**config.mk**
```make
export PLATFORM = sky130hd
export DESIGN_NAME = sorted_integer_set_table_unit
export DESIGN_NICKNAME = d
export VERILOG_FILES = /design/src/sist_pkg.sv /design/src/sist_core.sv /design/src/sorted_integer_set_table_unit.sv
export SDC_FILE = /design/constraint.sdc
export NUM_CORES = 1
export LEC_CHECK = 0
export BUFFER_PORTS_ARGS = -buffer_cell sky130_fd_sc_hd__buf_2
export CAP_MARGIN = 10
export CORE_ASPECT_RATIO = 1.5
export CORE_UTILIZATION = 62
export DETAILED_ROUTE_END_ITERATION = 10
export PLACE_DENSITY = 0.8
export RECOVER_POWER = 100
export SETUP_SLACK_MARGIN = 0.5
export SLEW_MARGIN = 20
export SYNTH_ARGS = -nofsm -noshare
export SYNTH_HDL_FRONTEND = slang
export SYNTH_SLANG_ARGS = --single-unit
export TNS_END_PERCENT = 10
```
**constraint.sdc**
```tcl
create_clock -name clk -period 4.4 [get_ports clk]
set_clock_uncertainty 0.2 [all_clocks]
set_input_delay 0.88 -clock clk [delete_from_list [all_inputs] [get_ports clk]]
set_output_delay 0.88 -clock clk [all_outputs]
set_load 0.03 [all_outputs]
```
**src/sist_pkg.sv**
```systemverilog
// ---------------------------------------------------------------------------
// sist_pkg
// shared word types and codes for the sorted integer set table
// ---------------------------------------------------------------------------
package sist_pkg;

  // command codes
  localparam logic [1:0] OP_INSERT = 2'd0;
  localparam logic [1:0] OP_REMOVE = 2'd1;
  localparam logic [1:0] OP_QUERY  = 2'd2;
  localparam logic [1:0] OP_READ   = 2'd3;

  // status codes
  localparam logic [2:0] ST_DONE    = 3'd0;
  localparam logic [2:0] ST_PRESENT = 3'd1;
  localparam logic [2:0] ST_ABSENT  = 3'd2;
  localparam logic [2:0] ST_FULL    = 3'd3;
  localparam logic [2:0] ST_RANGE   = 3'd4;

  typedef struct packed {
    logic [1:0]         operation;
    logic signed [31:0] value;
    logic [3:0]         read_index;
  } cmd_t;

  typedef struct packed {
    logic [2:0]         status;
    logic [3:0]         position;
    logic signed [31:0] read_value;
    logic [4:0]         element_count;
    logic               is_empty;
  } rsp_t;

  // finish report from the sequencer to the output register
  typedef struct packed {
    logic               valid;
    logic [2:0]         status;
    logic [3:0]         position;
    logic signed [31:0] read_value;
  } fin_t;

endpackage

```
**src/sist_core.sv**
```systemverilog
// ---------------------------------------------------------------------------
// sist_core
// entry memory with the scan / shift sequencer
// ---------------------------------------------------------------------------
module sist_core #(
  parameter int TABLE_DEPTH = 16
) (
  input  logic                                       clk,
  input  logic                                       rst,
  input  logic                                       start,
  input  sist_pkg::cmd_t                             cmd,
  input  logic [4:0]                                 capacity_limit,
  output logic                                       busy,
  output sist_pkg::fin_t                             fin,
  output logic [$clog2(TABLE_DEPTH+1)-1:0]           count_next
);

  localparam int CW = $clog2(TABLE_DEPTH + 1);
  localparam int AW = (TABLE_DEPTH > 1) ? $clog2(TABLE_DEPTH) : 1;

  localparam logic [2:0] S_IDLE    = 3'd0;
  localparam logic [2:0] S_SCAN    = 3'd1;
  localparam logic [2:0] S_DECIDE  = 3'd2;
  localparam logic [2:0] S_INS_MV  = 3'd3;
  localparam logic [2:0] S_INS_PUT = 3'd4;
  localparam logic [2:0] S_REM_MV  = 3'd5;
  localparam logic [2:0] S_RD_WAIT = 3'd6;

  logic [2:0]           state, state_next;
  logic [CW-1:0]        count;
  logic [CW-1:0]        at, at_next;
  logic [CW-1:0]        j, j_next;
  logic                 found, found_next;
  sist_pkg::cmd_t       cmd_q;

  logic signed [31:0]   mem [TABLE_DEPTH];
  logic signed [31:0]   rd_data;
  logic [AW-1:0]        rd_addr;
  logic [AW-1:0]        wr_addr;
  logic signed [31:0]   wr_data;
  logic                 we;
  logic                 full;
  logic [CW:0]          j_plus2;

  assign busy    = (state != S_IDLE);
  assign full    = (32'(count) >= TABLE_DEPTH) || (32'(count) >= 32'(capacity_limit));
  assign j_plus2 = {1'b0, j} + (CW+1)'(2);

  always_comb begin
    state_next = state;
    count_next = count;
    at_next    = at;
    j_next     = j;
    found_next = found;
    rd_addr    = '0;
    we         = 1'b0;
    wr_addr    = AW'(j);
    wr_data    = rd_data;
    fin        = '0;
    unique case (state)
      S_IDLE: begin
        if (start) begin
          if (cmd.operation == sist_pkg::OP_READ) begin
            if (32'(cmd.read_index) < 32'(count)) begin
              rd_addr    = AW'(cmd.read_index);
              state_next = S_RD_WAIT;
            end else begin
              fin.valid  = 1'b1;
              fin.status = sist_pkg::ST_RANGE;
            end
          end else begin
            at_next    = '0;
            state_next = S_SCAN;
          end
        end
      end
      S_SCAN: begin
        // rd_data holds entry 'at'
        if (at >= count) begin
          found_next = 1'b0;
          state_next = S_DECIDE;
        end else if (rd_data >= cmd_q.value) begin
          found_next = (rd_data == cmd_q.value);
          state_next = S_DECIDE;
        end else begin
          at_next = at + CW'(1);
          rd_addr = AW'(at + CW'(1));
        end
      end
      S_DECIDE: begin
        state_next = S_IDLE;
        case (cmd_q.operation)
          sist_pkg::OP_QUERY: begin
            fin.valid    = 1'b1;
            fin.status   = found ? sist_pkg::ST_DONE : sist_pkg::ST_ABSENT;
            fin.position = found ? 4'(at) : 4'd0;
          end
          sist_pkg::OP_INSERT: begin
            if (found) begin
              fin.valid    = 1'b1;
              fin.status   = sist_pkg::ST_PRESENT;
              fin.position = 4'(at);
            end else if (full) begin
              fin.valid  = 1'b1;
              fin.status = sist_pkg::ST_FULL;
            end else if (count == at) begin
              state_next = S_INS_PUT;
            end else begin
              rd_addr    = AW'(count - CW'(1));
              j_next     = count;
              state_next = S_INS_MV;
            end
          end
          sist_pkg::OP_REMOVE: begin
            if (!found) begin
              fin.valid  = 1'b1;
              fin.status = sist_pkg::ST_ABSENT;
            end else if ((at + CW'(1)) < count) begin
              rd_addr    = AW'(at + CW'(1));
              j_next     = at;
              state_next = S_REM_MV;
            end else begin
              fin.valid    = 1'b1;
              fin.status   = sist_pkg::ST_DONE;
              fin.position = 4'(at);
              count_next   = count - CW'(1);
            end
          end
          default: begin
            fin.valid  = 1'b1;
            fin.status = sist_pkg::ST_RANGE;
          end
        endcase
      end
      S_INS_MV: begin
        // move entry j-1 up to j
        we      = 1'b1;
        wr_addr = AW'(j);
        wr_data = rd_data;
        if ((j - CW'(1)) > at) begin
          rd_addr = AW'(j - CW'(2));
          j_next  = j - CW'(1);
        end else begin
          state_next = S_INS_PUT;
        end
      end
      S_INS_PUT: begin
        we           = 1'b1;
        wr_addr      = AW'(at);
        wr_data      = cmd_q.value;
        count_next   = count + CW'(1);
        fin.valid    = 1'b1;
        fin.status   = sist_pkg::ST_DONE;
        fin.position = 4'(at);
        state_next   = S_IDLE;
      end
      S_REM_MV: begin
        // move entry j+1 down to j
        we      = 1'b1;
        wr_addr = AW'(j);
        wr_data = rd_data;
        if (j_plus2 < {1'b0, count}) begin
          rd_addr = AW'(j_plus2);
          j_next  = j + CW'(1);
        end else begin
          count_next   = count - CW'(1);
          fin.valid    = 1'b1;
          fin.status   = sist_pkg::ST_DONE;
          fin.position = 4'(at);
          state_next   = S_IDLE;
        end
      end
      S_RD_WAIT: begin
        fin.valid      = 1'b1;
        fin.status     = sist_pkg::ST_DONE;
        fin.read_value = rd_data;
        state_next     = S_IDLE;
      end
      default: begin
        state_next = S_IDLE;
      end
    endcase
  end

  always_ff @(posedge clk) begin
    if (rst) begin
      state <= S_IDLE;
      count <= '0;
    end else begin
      state <= state_next;
      count <= count_next;
    end
  end

  always_ff @(posedge clk) begin
    at    <= at_next;
    j     <= j_next;
    found <= found_next;
    if (start && !busy) begin
      cmd_q <= cmd;
    end
  end

  // entry memory, one write and one registered read per cycle
  always_ff @(posedge clk) begin
    if (we) begin
      mem[wr_addr] <= wr_data;
    end
    rd_data <= mem[rd_addr];
  end

endmodule

```
**src/sorted_integer_set_table_unit.sv**
```systemverilog
// ---------------------------------------------------------------------------
// sorted_integer_set_table_unit
// bounded set of distinct signed 32-bit words kept in ascending order
// ---------------------------------------------------------------------------
// command flow: a read fetches the entry at the index and reports it, and an index
//   out of range is reported without a memory read; other commands scan up from
//   the lowest entry to the sorted position p where the scan stops, then decide;
//   insert shifts the entries above p up and writes the word, remove shifts down
// one command at a time, set by the linear scan and shift through the entry memory
// results cannot be stalled: done pulses for one cycle with the result word
// reset: set empty, capacity_limit 16; memory contents are not cleared
module sorted_integer_set_table_unit #(
  parameter int TABLE_DEPTH = 16
) (
  input  logic           clk,
  input  logic           rst,
  // command word
  input  logic           start,
  input  sist_pkg::cmd_t cmd,
  output logic           busy,
  // configuration
  input  logic           cfg_we,
  input  logic [4:0]     cfg_data,
  // result word
  output logic           done,
  output sist_pkg::rsp_t result
);

  localparam int CW = $clog2(TABLE_DEPTH + 1);

  logic                 capacity_we;
  logic [4:0]           capacity_limit;
  sist_pkg::fin_t       fin;
  logic [CW-1:0]        count_next;

  assign capacity_we = cfg_we;

  // capacity register, reset to the full table of sixteen
  always_ff @(posedge clk) begin
    if (rst) begin
      capacity_limit <= 5'd16;
    end else if (capacity_we) begin
      capacity_limit <= cfg_data;
    end
  end

  // scan and shift sequencer around the entry memory
  sist_core #(
    .TABLE_DEPTH (TABLE_DEPTH)
  ) u_core (
    .clk            (clk),
    .rst            (rst),
    .start          (start),
    .cmd            (cmd),
    .capacity_limit (capacity_limit),
    .busy           (busy),
    .fin            (fin),
    .count_next     (count_next)
  );

  // output register: the result word with the element count after the command
  always_ff @(posedge clk) begin
    if (rst) begin
      done <= 1'b0;
    end else begin
      done <= fin.valid;
    end
  end

  always_ff @(posedge clk) begin
    if (fin.valid) begin
      result.status        <= fin.status;
      result.position      <= fin.position;
      result.read_value    <= fin.read_value;
      result.element_count <= 5'(count_next);
      result.is_empty      <= (count_next == '0);
    end
  end

endmodule
```
==> reports/results.ini, run 1 <==
[run_status]
status = complete, but fails checks
violations = capacitance limit, slew limit

[logic_synthesis]
synthArstFlopShare = 0
ys.flop_type = edfxtp_1
synth.top_cells.by_area = edfxtp_1 68%, mux2i_1 9.8%, dfxtp_1 3.5%
netlist_area_mm2 = 0.0266
synth_warnings = 0
ys_ff_latch = 648
syn_area_per_cell_um2 = 15.6
synth_edf_count = 602
yosysSeqAreaShare = 0.714
netlist.area_leader.share = 0.679
synth.distinct_cells = 66
yosysTopAreaCell = edfxtp_1
synth_nets = 1823
synth_cells = 1708

[timing]
hold_ws_ps = 248
worst_slack_ps = 129
worst_pin_slew_ps = 2230
clock.fmax_mhz = 234
finalMaxSlewViolations = 150
hold_viol = 0
rsz0062_at_grt = true
tns_ps = 0
finalCritPeriodShare = 0.971
setup_viol = 0
slew_headroom = -0.486
fin_crit_ps = 4270

[grt]
grt_pass1_wl_mm = 97.6
grt_pass1_vias = 16500
grt_usage = 0.307
grt_overflow_total = 0
antenna_found_initial = 0
grt_start_max_net_pins = 65

[detailed_routing]
highest_layer = met4
drtAntennaViolNets = 0
routed_via_density = 6.58
drtIter0Drc = 2183
dr_wl_met3_mm = 6.55
dr_total_vias = 16700
wl_per_cell_um = 27.8
firstDrtPassIters = 5
route.met2.wl_mm = 35.0
drt-met1-wl_mm = 24.9
routed_wl_mm = 70.6
drc = 0

[layout]
multi_input_area_mm2 = 0.00724
nFillCells = 2538
regArea_mm2 = 0.0190
fin_util = 0.735
final_nets = 2040
layout-drive-gt1-share = 0.154
finish.instance_area_mm2 = 0.0309
stdcell_count = 2536
area_growth_pct = 16.3

[setup_path]
critical-path-top-delay-family = simple AND/OR/NAND/NOR gates
crit_chain = inv_1, ha_1, nand4_1, nor4b_2, buf_4, nand3_1, buf_4, and2_2, o2111a_2, buf_4, o21ai_4, o311ai_4, nand2_4, buf_12, o22ai_1, or4_1
cpMaxStageDelayCell = or4_1
critical-path-max-stage-delay_ps = 540
crit_type = reg -> reg
worstPathArrival_ps = 4530
crit_top_cell = buf_4
required_ps = 4660
crit_fanout = 8
cp-start-kind = flip-flop
critPathBufInv = 5
end_kind = flip-flop

[placed_design]
port_buffers = 93
place_ws_ps = 54.1
dpl.hpwl_mm = 37.5
routabilityCongestion = 0.977
dp.cells = 2396
placed_cell_area_mm2 = 0.0286

[min_path]
min_path_type = in -> reg

[clock_tree]
cts.sinks = 648
clock_path_buffers = 3
cts_made_buffers = 56
clock_latency_ps = 610
root_buffer = clkbuf_16
htree_num_levels = 2
tritoncts = built
clkTransAtPathRegs_ps = 70

[floorplan]
initial_utilization = 0.632
core-area_mm2 = 0.0421
fp.dieW_um = 171
dieHeight_um = 256
die_area_mm2 = 0.0438
num_rows = 92
io-pin-count = 94

[power]
p_per_area_mw_per_mm2 = 504
p_total_mw = 15.6
peakVddDrop_v = 0.000366
p_leak_nw = 10.4

[run]
maxCapViolations = 4

==> worst paths after layout <==
kind / startpoint / end / slack [ps] / cells past startpoint
max reg2reg: u_core.cmd_q[33] / u_core.rd_data[9] / 130 / 16
min: cmd[26] / u_core.cmd_q[26] / 250 / 1
max: u_core.cmd_q[33] / u_core.rd_data[9] / 130 / 16
min reg2reg: capacity_limit[1] / capacity_limit[1] / 300 / 2
==> metal layers <==
layer,up-vias,track usage
li1,7104,-
met1,8226,0.381
met2,1088,0.521
met3,270,0.0396
met4,0,0.167
met5,-,0
==> state kept, by name, indices dropped and copies added (netlist names) <==
name            flops
u_core.rd_data     32
u_core.count        5
u_core.found        1
u_core.j            5
capacity_limit      5
done                1
result             45
u_core.cmd_q       34
u_core.mem        512
u_core.at           5
u_core.state        3
==> cells in the final DEF, fill, tap and decap left out, types with 5 or more instances in the layout <==
cell type	instances
a31oi_1	8
clkinv_2	10
buf_4	54
clkbuf_16	70
and2_0	33
nand2b_1	5
a21oi_1	40
xor2_1	6
mux2i_2	7
clkbuf_1	90
edfxtp_1	602
nor2b_1	10
nand3_1	14
nor2_4	12
inv_2	5
nor3_1	14
buf_16	7
ha_1	64
buf_2	43
xnor2_1	8
nor2_1	46
and2_1	12
nand4_1	9
buf_12	21
o21ai_0	38
o21ai_1	11
mux2i_1	254
or4_1	33
nand2_1	70
clkinv_1	11
inv_1	56
dfxtp_1	46
clkbuf_2	12
clkinvlp_4	10
o22ai_1	132
==> where the power goes <==
group,switching [mW],internal [mW],leakage (nW),total (mW)
logic,1.96,0.939,3.64,2.90
clock network,2.25,2.60,0.859,4.85
registers,0.226,7.63,5.85,7.85
total,4.43,11.2,10.4,15.6
==> final cells by class <==
| cell class | instances | share of cell area |
|---|---|---|
| antenna | 1 | 0.0000809 |
| clock buffer | 62 | 0.0474 |
| clock inverter | 42 | 0.0110 |
| inverter | 61 | 0.00740 |
| multi-input combinational | 919 | 0.234 |
| sequential | 648 | 0.614 |
| tap | 564 | 0.0228 |
| timing repair buffer | 239 | 0.0634 |
==> what timing repair did <==
item	CTS	global route
pin swaps	8	30
buffers inserted	13	6
gates cloned	3	13
endpoints found under the setup margin	32	37
gates resized for setup	16	44
hold buffers	0	0
==> logic make-up after synthesis <==
| kind of cell | synth area share |
|---|---|
| buffers and inverters | 0.0255 |
| and+or+nand+nor | 0.0577 |
| xor gates and xnor gates | 0.00526 |
| muxes | 0.0981 |
| AOI/OAI and AO/OA | 0.0677 |
| DFF | 0.714 |
| adders and majority gates | 0.0320 |
==> Yosys cell counts (4+ instances only) <==
cell      instances
edfxtp_1        602
a32oi_1           4
inv_1            60
a21oi_1          42
nand2b_1          6
o21ai_1           4
xor2_1            6
nor2_1           58
nor3_1           14
nand4_1           9
dfxtp_1          46
ha_1             68
and3_1            4
and2_1           46
buf_2            26
or4_1            34
nor2b_1          10
nand2_1          74
buf_4             7
o211ai_1          4
xnor2_1          10
o22ai_1         132
buf_6            12
mux2i_1         261
clkbuf_1         33
nand3_1          17
a31oi_1           9
o21ai_0          46
a211oi_1          4
Power figures use the tool's default switching activity.
==> run 2: changes to the inputs <==
--- a/config.mk
+++ b/config.mk
@@ -10,6 +10,7 @@
 export CORE_ASPECT_RATIO = 1.5
 export CORE_UTILIZATION = 62
 export DETAILED_ROUTE_END_ITERATION = 10
+export MAX_ROUTING_LAYER = met4
 export PLACE_DENSITY = 0.8
 export RECOVER_POWER = 100
 export SETUP_SLACK_MARGIN = 0.5
==> reports/results.ini, run 2 (synthesis results as in run 1) <==
[layout]
final_common_cell = edfxtp_1
final_nets = 2053  ; +0.64%
stdcell_count = 2550  ; +0.55%
regArea_mm2 = 0.0190  ; unchanged
n_antenna_cell = 0  ; -1
layout-drive-gt1-share = 0.188  ; +0.0341
regMostFlops = u_core.mem
nFillCells = 2399  ; -5.5%
largest_reg_flops = 512  ; unchanged
multi_input_area_mm2 = 0.00743  ; +2.6%
area_growth_pct = 19.2
mostFrequentLayoutCells = 602 x edfxtp_1, 249 x mux2i_1, 128 x o22ai_1
top_regs = u_core.mem (512), result (45), u_core.cmd_q (34)

[clock_tree]
tritoncts = built
clkTransAtPathRegs_ps = 70  ; about the same
cts.sinks = 648  ; unchanged
cts_made_buffers = 56  ; unchanged
root_buffer = clkbuf_16
clock_path_buffers = 3  ; unchanged
htree_num_levels = 2  ; unchanged
cts.hold.buffers_added = 0  ; unchanged
clock_latency_ps = 620  ; about the same

[placed_design]
dp.cells = 2391  ; -0.21%
routabilityCongestion = 1.00  ; +2.3%
port_buffers = 93  ; unchanged
dpl.hpwl_mm = 37.0  ; -1.5%

[power]
p_leak_nw = 10.7  ; +3.5%
p_per_area_mw_per_mm2 = 506  ; +0.42%
peakVddDrop_v = 0.000418  ; +14%
p_total_mw = 16.1  ; +2.9%

[timing]
fin_crit_ps = 4440  ; +168 ps
clock.fmax_mhz = 225  ; -3.8%
rsz0062_at_grt = true
finalMaxSlewViolations = 33  ; -78%
slew_headroom = -0.494  ; -0.00823
hold_viol = 0  ; unchanged
worst_slack_ps = -39.6  ; -168 ps
worst_pin_slew_ps = 2240  ; +12.4 ps
setup_viol = 5  ; +5
finalCritPeriodShare = 1.01  ; +0.0382

[setup_path]
crit_top_cell = buf_4
end_kind = flip-flop
required_ps = 4670  ; about the same
critical-path-top-delay-family = simple AND/OR/NAND/NOR gates
critPathBufInv = 6  ; +1
crit_chain = inv_1, ha_1, nand4_1, nor4b_2, buf_4, o31a_1, buf_4, nor4_4, buf_4, o21ai_2, o311ai_4, buf_4, nand3_2, buf_12, o22ai_1, or4_1
cpMaxStageDelayCell = or4_1
worstPathArrival_ps = 4710  ; +180 ps
crit_fanout = 16  ; +8
critical-path-max-stage-delay_ps = 580  ; +40 ps
cp-start-kind = flip-flop
crit_type = reg -> reg

[floorplan]
io-pin-count = 94  ; unchanged
num_rows = 92  ; unchanged
die_area_mm2 = 0.0438  ; unchanged
initial_utilization = 0.632  ; unchanged
dieHeight_um = 256  ; unchanged
fp.dieW_um = 171  ; unchanged
core-area_mm2 = 0.0421  ; unchanged

[min_path]
min_path_type = in -> reg

[detailed_routing]
firstDrtPassIters = 8  ; +3
routed_via_density = 6.56  ; -0.33%
drc = 0  ; unchanged
routed_wl_mm = 71.9  ; +2.0%
wl_per_cell_um = 28.2  ; +1.4%
drtIter0Drc = 1998  ; -8.5%
drtAntennaViolNets = 0  ; unchanged
dr_total_vias = 16700  ; +0.22%

[run_status]
status = complete, but fails checks
violations = capacitance limit, slew limit, setup timing

[grt]
antenna_found_initial = 0  ; unchanged
grt_pass1_vias = 16700  ; +0.83%
grt_pass1_wl_mm = 99.9  ; +2.4%
grt_start_max_net_pins = 66  ; +1.5%
grt_usage = 0.326  ; +0.0191
grt_overflow_total = 0  ; unchanged

[run]
maxCapViolations = 1  ; -3

## run 2: cell types whose count changed in the layout (fill, tap and decap cells not counted), moves of 8 or more
cell,before,now
clkbuf_2,12,0
buf_2,43,53
buf_16,7,15
mux2i_4,0,8
clkbuf_1,90,54
buf_4,54,97
and2_0,33,25
and2_1,12,20
## run 2: worst register-to-register path, cell delays in order (launching register included)
cell and delay [ps]:
edfxtp_1 350, inv_1 60, ha_1 330, nand4_1 280, nor4b_2 460, buf_4 210
o31a_1 280, buf_4 190, nor4_4 50, buf_4 170, o21ai_2 220, o311ai_4 220
buf_4 200, nand3_2 160, buf_12 230, o22ai_1 140, or4_1 580
## run 2: area by class of cell
cell class,count,area share
clock buffer,72,0.0476
inverter,61,0.00730
multi-input combinational,919,0.234
timing repair buffer,252,0.0780
tap,564,0.0222
clock inverter,34,0.0118
sequential,648,0.599
## run 2: per-layer routing
layer | wire length [µm] | up-vias | part of all wire | GRT usage
li1 | - | 7125 | - | -
met1 | 24200 | 8165 | 0.34 | 0.379
met2 | 36400 | 1160 | 0.51 | 0.553
met3 | 7110 | 274 | 0.099 | 0.0486
met4 | 4240 | 0 | 0.059 | 0.158
met5 | 0 | - | 0 | -
## run 2: what timing repair did
action,4_1_cts,5_1_grt
endpoints found under the setup margin,32,37
resized for setup,40,52
setup buffers,21,9
cloned,11,11
pin swaps,28,42
## run 2: power by group
part	switching (mW)	internal [mW]	total [mW]
clock network	2.22	2.85	5.07
logic	2.03	1.13	3.16
registers	0.226	7.61	7.84
## run 2: worst paths after layout
check / endpoint / slack [ps] / startpoint / depth (start not counted)
hold reg to reg: capacity_limit[1] / 300 / capacity_limit[1] / 2
setup / recovery: u_core.rd_data[15] / -40 / u_core.cmd_q[31] / 16
hold / removal: u_core.cmd_q[4] / 240 / cmd[4] / 1
setup reg to reg: u_core.rd_data[15] / -40 / u_core.cmd_q[31] / 16
## run 2: metrics by stage
stage                      util  hold slack, ps  cell area, µm²  TNS, ps  worst slack, ps
after global placement    0.680             278           28600        0              220
after global routing      0.753             230           31700    -1320            -85.6
final                     0.753             238           31700    -76.8            -39.6
after floorplan               -             260           26600        0              592
after CTS                 0.741             219           31200        0              270
after detailed placement  0.680             282           28600        0             96.1
